==> config.mk <==
export PLATFORM = sky130hd
export DESIGN_NAME = dfar_ctrl
export DESIGN_NICKNAME = d
export VERILOG_FILES = /design/src/design/dfar_pkg.sv /design/src/design/dfar_ctrl.sv
export SDC_FILE = /design/constraint.sdc
export NUM_CORES = 1
export LEC_CHECK = 0
export BUFFER_PORTS_ARGS = -buffer_cell sky130_fd_sc_hd__buf_2
export CAP_MARGIN = 15
export CORE_AREA = 5 5 42 44
export DETAILED_ROUTE_END_ITERATION = 8
export DIE_AREA = 0 0 47 49
export SYNTH_ARGS = -nofsm -noshare
export SYNTH_HDL_FRONTEND = slang
export SYNTH_SLANG_ARGS = --single-unit
export TNS_END_PERCENT = 10
==> constraint.sdc <==
create_clock -name clock -period 1 [get_ports clock]
set_input_delay 0.2 -clock clock [delete_from_list [all_inputs] [get_ports clock]]
set_output_delay 0.2 -clock clock [all_outputs]
set_load 0.01 [all_outputs]
==> src/design/dfar_pkg.sv <==
// dfar_pkg: types, codes and constants shared by the fixed-address dns responder
// used by dfar_ctrl, dfar_dpath and dns_fixed_address_responder; depends on nothing
package dfar_pkg;

   localparam int BUFFER_BYTES_DEFAULT = 512;
   localparam int CHUNK_BYTES          = 16;

   // header layout
   localparam int HDR_LEN          = 12;
   localparam int HDR_FLAGS_HI     = 2;
   localparam int HDR_FLAGS_LO     = 3;
   localparam int HDR_QDCOUNT_HI   = 4;
   localparam int HDR_QDCOUNT_LO   = 5;
   localparam int HDR_ANCOUNT_HI   = 6;
   localparam int HDR_ANCOUNT_LO   = 7;
   localparam int QUESTION_TAIL    = 4;

   localparam logic [7:0] FLAGS_HI          = 8'h81;
   localparam logic [7:0] FLAGS_LO_ANSWER   = 8'h80;
   localparam logic [7:0] FLAGS_LO_NXDOMAIN = 8'h03;
   localparam logic [7:0] ANCOUNT_ONE       = 8'h01;
   localparam logic [7:0] NAME_PTR_HI       = 8'hc0;
   localparam logic [7:0] NAME_PTR_LO       = 8'h0c;

   localparam logic [15:0] QTYPE_A    = 16'h0001;
   localparam logic [15:0] QTYPE_AAAA = 16'h001c;
   localparam logic [15:0] QCLASS_IN  = 16'h0001;

   localparam logic [7:0] RDLEN_A    = 8'd4;
   localparam logic [7:0] RDLEN_AAAA = 8'd16;

   localparam int ANSWER_A_BYTES    = 16;
   localparam int ANSWER_AAAA_BYTES = 28;

   // configuration registers
   localparam int CSR_INDEX_BITS = 2;
   localparam int CSR_DATA_BITS  = 64;
   localparam logic [CSR_INDEX_BITS-1:0] CSR_IPV4_ADDRESS  = 2'd0;
   localparam logic [CSR_INDEX_BITS-1:0] CSR_IPV6_UPPER    = 2'd1;
   localparam logic [CSR_INDEX_BITS-1:0] CSR_IPV6_LOWER    = 2'd2;
   localparam logic [CSR_INDEX_BITS-1:0] CSR_ANSWER_TTL    = 2'd3;

   localparam logic [31:0] IPV4_ADDRESS_RESET = 32'h7f00_0001;
   localparam logic [63:0] IPV6_UPPER_RESET   = 64'h0;
   localparam logic [63:0] IPV6_LOWER_RESET   = 64'h1;
   localparam logic [31:0] ANSWER_TTL_RESET   = 32'd600;

   typedef struct packed {
      logic [7:0] in_byte;
      logic       in_last;
   } req_type;

   typedef struct packed {
      logic [63:0] chunk_upper;
      logic [63:0] chunk_lower;
      logic [4:0]  chunk_bytes;
      logic        reply_last;
   } rsp_type;

   typedef enum logic [2:0] {
      ST_RECV,
      ST_CHECK,
      ST_READ,
      ST_FILL,
      ST_SEND
   } state_type;

   typedef struct packed {
      logic store;
      logic clear;
      logic rd;
      logic fill;
      logic next;
   } cmd_type;

   typedef struct packed {
      logic drop;
      logic last_chunk;
   } sts_type;

endpackage

==> src/design/dfar_ctrl.sv <==
// dfar_ctrl: sequencer for receive, check and chunked reply of the dns responder
// depends on dfar_pkg; drives dfar_dpath through cmd_type and reads sts_type
module dfar_ctrl (
   input  logic              clock,
   input  logic              reset,
   input  logic              req_valid,
   input  logic              req_last,
   output logic              req_stall,
   output logic              rsp_valid,
   input  logic              rsp_stall,
   input  dfar_pkg::sts_type sts,
   output dfar_pkg::cmd_type cmd
);

   dfar_pkg::state_type state_ff;
   dfar_pkg::state_type state_in;

   always_ff @(posedge clock) begin
      if (reset) begin
         state_ff <= dfar_pkg::ST_RECV;
      end else begin
         state_ff <= state_in;
      end
   end

   always_comb begin
      state_in  = state_ff;
      cmd       = '0;
      req_stall = 1'b1;
      rsp_valid = 1'b0;
      case (state_ff)
         dfar_pkg::ST_RECV: begin
            req_stall = 1'b0;
            cmd.store = req_valid;
            if (req_valid && req_last) begin
               state_in = dfar_pkg::ST_CHECK;
            end
         end
         dfar_pkg::ST_CHECK: begin
            if (sts.drop) begin
               cmd.clear = 1'b1;
               state_in  = dfar_pkg::ST_RECV;
            end else begin
               state_in = dfar_pkg::ST_READ;
            end
         end
         dfar_pkg::ST_READ: begin
            cmd.rd   = 1'b1;
            state_in = dfar_pkg::ST_FILL;
         end
         dfar_pkg::ST_FILL: begin
            cmd.fill = 1'b1;
            state_in = dfar_pkg::ST_SEND;
         end
         dfar_pkg::ST_SEND: begin
            rsp_valid = 1'b1;
            if (!rsp_stall) begin
               if (sts.last_chunk) begin
                  cmd.clear = 1'b1;
                  state_in  = dfar_pkg::ST_RECV;
               end else begin
                  cmd.next = 1'b1;
                  state_in = dfar_pkg::ST_READ;
               end
            end
         end
         default: begin
            state_in = dfar_pkg::ST_RECV;
         end
      endcase
   end

   a_send_holds: assert property (@(posedge clock) disable iff (reset)
      (state_ff == dfar_pkg::ST_SEND && rsp_stall) |=> state_ff == dfar_pkg::ST_SEND)
      else $error("stalled beat left the send state");

   a_reply_starts: assert property (@(posedge clock) disable iff (reset)
      (state_ff == dfar_pkg::ST_CHECK && !sts.drop) |=> ##2 state_ff == dfar_pkg::ST_SEND)
      else $error("accepted query did not reach the first beat");

endmodule

==> metrics.md <==
| Metric | Value |
|---|---|
| Total track usage | 5.99% |
| Slowest stage delay, CP | approximately 0.36 ns |
| Worst hold path class | primary input to flop |
| Max FFs per register | 3 |
| DRT Pass-1 Iters | 1 |
| Max-slew violation count | 0 |
| CP startpoint | state_ff[1] |
| Power Density | 900 nW/um2 |
| Peak Freq | 716 MHz |
| Relative slew slack | 85.0% |
| Vias in the first global route | ~240 |
| Syn avg cell area | about 9.5 um2 |
| Outcome | complete, but fails checks |
| Slowest-stage cell, CP | dfxtp_4 |
| Die width | around 47 um |
| End point of the critical path | cmd[0] |
| Clock slew at reported path FFs | around 0.040 ns |
| Leading registers by flop count | state_ff (3) |
| Routed WL | 609 um |
| Fin cells | 66 |
| Worst R2R Path Depth | 3 |
| Cell Area, Placed | 375 um2 |
| Average wire per standard cell | between 9 and 10 um |
| Setup crit end kind | output pin |
| Avg Vias per Cell | 4.23 |
| Seq cells post-synth | 3 |
| Ports | 14 |
| First-pass GRT wire length | 993 um |
| Num rows | 14 |
| Required @ worst endpoint | 0.80 ns |
| Largest net degree at the start of global routing | 9 |
| RSZ-0062 raised after global routing | true |
| CTS tree | yes |
| R2r setup slk | 0.01 ns |
| Placed Instances | 61 |
| Syn Inst Count | 27 |
| Gr ovfl total | 0 |
| Max capacitance violation total | 0 |
| Largest Register | state_ff |
| Crit path time final | about 1.4 ns |
| Violated checks | setup timing |
| DRT iter0 DRCs | 0 |
| Die height | 49 um |
| Initial antenna violation count | 0 |
| Bufs and invs on worst path | 1 |
| Tot Pwr | 399 uW |
| Total CTS buffers | 3 |
| Clock Path Buffers | 2 |
| Antenna viol nets, final | 0 |
| Layout cells sized above 1 | 68.0% |
| Fin. Hold Viols | 0 |
| VDD IR max | 0.468 mV |
| Fin nets | 58 |
| CP Cell Sequence | nor3b_4 > nor3b_4 > buf_2 |
| Critical Path Start Type | flop |
| Critical path's most frequent cell | nor3b_4 |
| Worst slew pin tran | 0.225 ns |
| Worst Path Max Fanout | 7 |
| Drt drc | 0 |
| Delay-heaviest family, CP | simple AND/OR/NAND/NOR gates |
| Cell area after synthesis | ~260 um2 |
| Critical R2R Capture | state_ff[1] |
| Setup violations, final | 7 |
| Die Area | 2300 um2 |
| Post-synthesis cell type count | 19 |
| Clock root buffer | clkbuf_4 |
| H-Tree Depth | 1 |
| Post-synthesis sequential area ratio | 23.5% |
| Tcrit/Tclk final | 140% |
| Finished Cell Area | 443 um2 |
| CORE AREA | 1400 um2 |
| Post-Syn Nets | 34 |
| Final worst setup slack | -0.396 ns |
| Levels on crit path | 3 |
| Setup CP Type | flop to output pin |
| Leak Pwr | 0.211 nW |
| YS warnings | 0 |
| RePlAce Congestion | 0.671 |
| Clock Sink Count | 3 |
| Clk Latency, worst-skew pair | between 0.2 and 0.25 ns |
| Hold Path Origin | reset |
| Initial cell density of the core | 18.2% |
| Antenna Cells | 0 |
| Vias | 279 |
| RR Startpoint | state_ff[2] |
| I/O Buffers | 13 |
| Layout area overhead | 73.5% |
| Layout Skew | 0.000905 ns |
| Worst Path Arrival | 1.20 ns |
## stage by stage
stage	setup TNS, ns	setup WS, ns	hold WS, ns	util, %
after global routing	-2.84	-0.474	0.160	31.6
after global placement	-1.12	-0.188	0.402	26.8
after CTS	-2.46	-0.421	0.157	29.9
final	-2.38	-0.396	0.166	31.6
after detailed placement	-1.20	-0.212	0.401	26.8
after floorplan	-0.530	-0.176	0.265	-
## area by class of cell
class | instances | area (um2)
Sequential cell | 3 | 71.3
Inverter | 2 | 7.51
Multi-Input combinational cell | 21 | 186
Fill cell | 161 | 958
Tap cell | 16 | 20.0
Clock buffer | 4 | 26.3
Timing Repair Buffer | 20 | 131
## cell usage in the layout, fill, tap and decap left out
master | synthesis | layout
and2b_4 | 1 | 1
buf_6 | 0 | 3
buf_2 | 0 | 12
nand2_1 | 1 | 1
or3_1 | 1 | 1
a221oi_2 | 1 | 1
or2_1 | 1 | 1
a211oi_2 | 1 | 1
a21oi_2 | 0 | 1
clkbuf_1 | 0 | 1
a211oi_1 | 1 | 1
and4bb_1 | 1 | 1
nor2_2 | 0 | 1
nor2_1 | 4 | 3
buf_4 | 0 | 5
inv_1 | 2 | 2
dfxtp_4 | 0 | 3
nor3_1 | 1 | 1
clkbuf_4 | 0 | 3
a22oi_1 | 1 | 1
and2_1 | 1 | 1
a21oi_1 | 2 | 1
nor3b_4 | 1 | 3
nor4_1 | 1 | 1
## synthesized netlist by cell type (all sizes together)
cell	count	area share, %
dfxtp	3	24
or3	1	2.5
and2	1	2.5
inv	2	2.9
a211oi	2	7.8
nand2	1	1.5
nor2	4	5.9
a21oi	2	3.9
buf	1	7.8
nor3	1	2.0
a221oi	1	5.9
or2	1	2.5
and2b	1	3.9
nor4	1	2.5
a22oi	1	2.9
and4bb	1	4.9
nor3b	3	17
## per-layer routing
metal,GRT usage (%),routed length [um]
met2,7.24,265
met5,0,0
met1,7.25,268
met3,2.95,75
met4,5.53,0
## worst min-delay path by stage
stage | endpoint | slack, ns | depth (start not counted)
final | state_ff[1] | 0.17 | 2
after global placement | state_ff[2] | 0.40 | 2
after global routing | state_ff[1] | 0.16 | 2
after detailed placement | state_ff[1] | 0.40 | 2
after floorplan | state_ff[1] | 0.26 | 1
after CTS | state_ff[2] | 0.16 | 2
## worst reg2reg max path: stages, from the launching register on
cell	delay [ns]
dfxtp_4	0.37
and2b_4	0.21
a221oi_2	0.24
a211oi_2	0.05
## repair_timing
| item | CTS | global route |
|---|---|---|
| resized for setup | 6 | 5 |
| endpoints found under the setup margin | 8 | 9 |
| hold buffers | 0 | 0 |
| pin swaps | 3 | 1 |
| buffers inserted | 0 | 1 |
## logic make-up (layout without fill, tap and decap cells)
| logic type | after synthesis | in the layout | share of synthesized area, % |
|---|---|---|---|
| simple gates | 15 | 15 | 45.1 |
| buf+inv | 3 | 26 | 10.8 |
| compound gates | 6 | 6 | 20.6 |
| flops | 3 | 3 | 23.5 |
## where the power goes
part	switching [mW]	internal, mW
Clock	0.0595	0.149
Combinational	0.0322	0.0359
Sequential	0.00529	0.116
Total	0.0970	0.302
(Power assumes the default switching activity.)
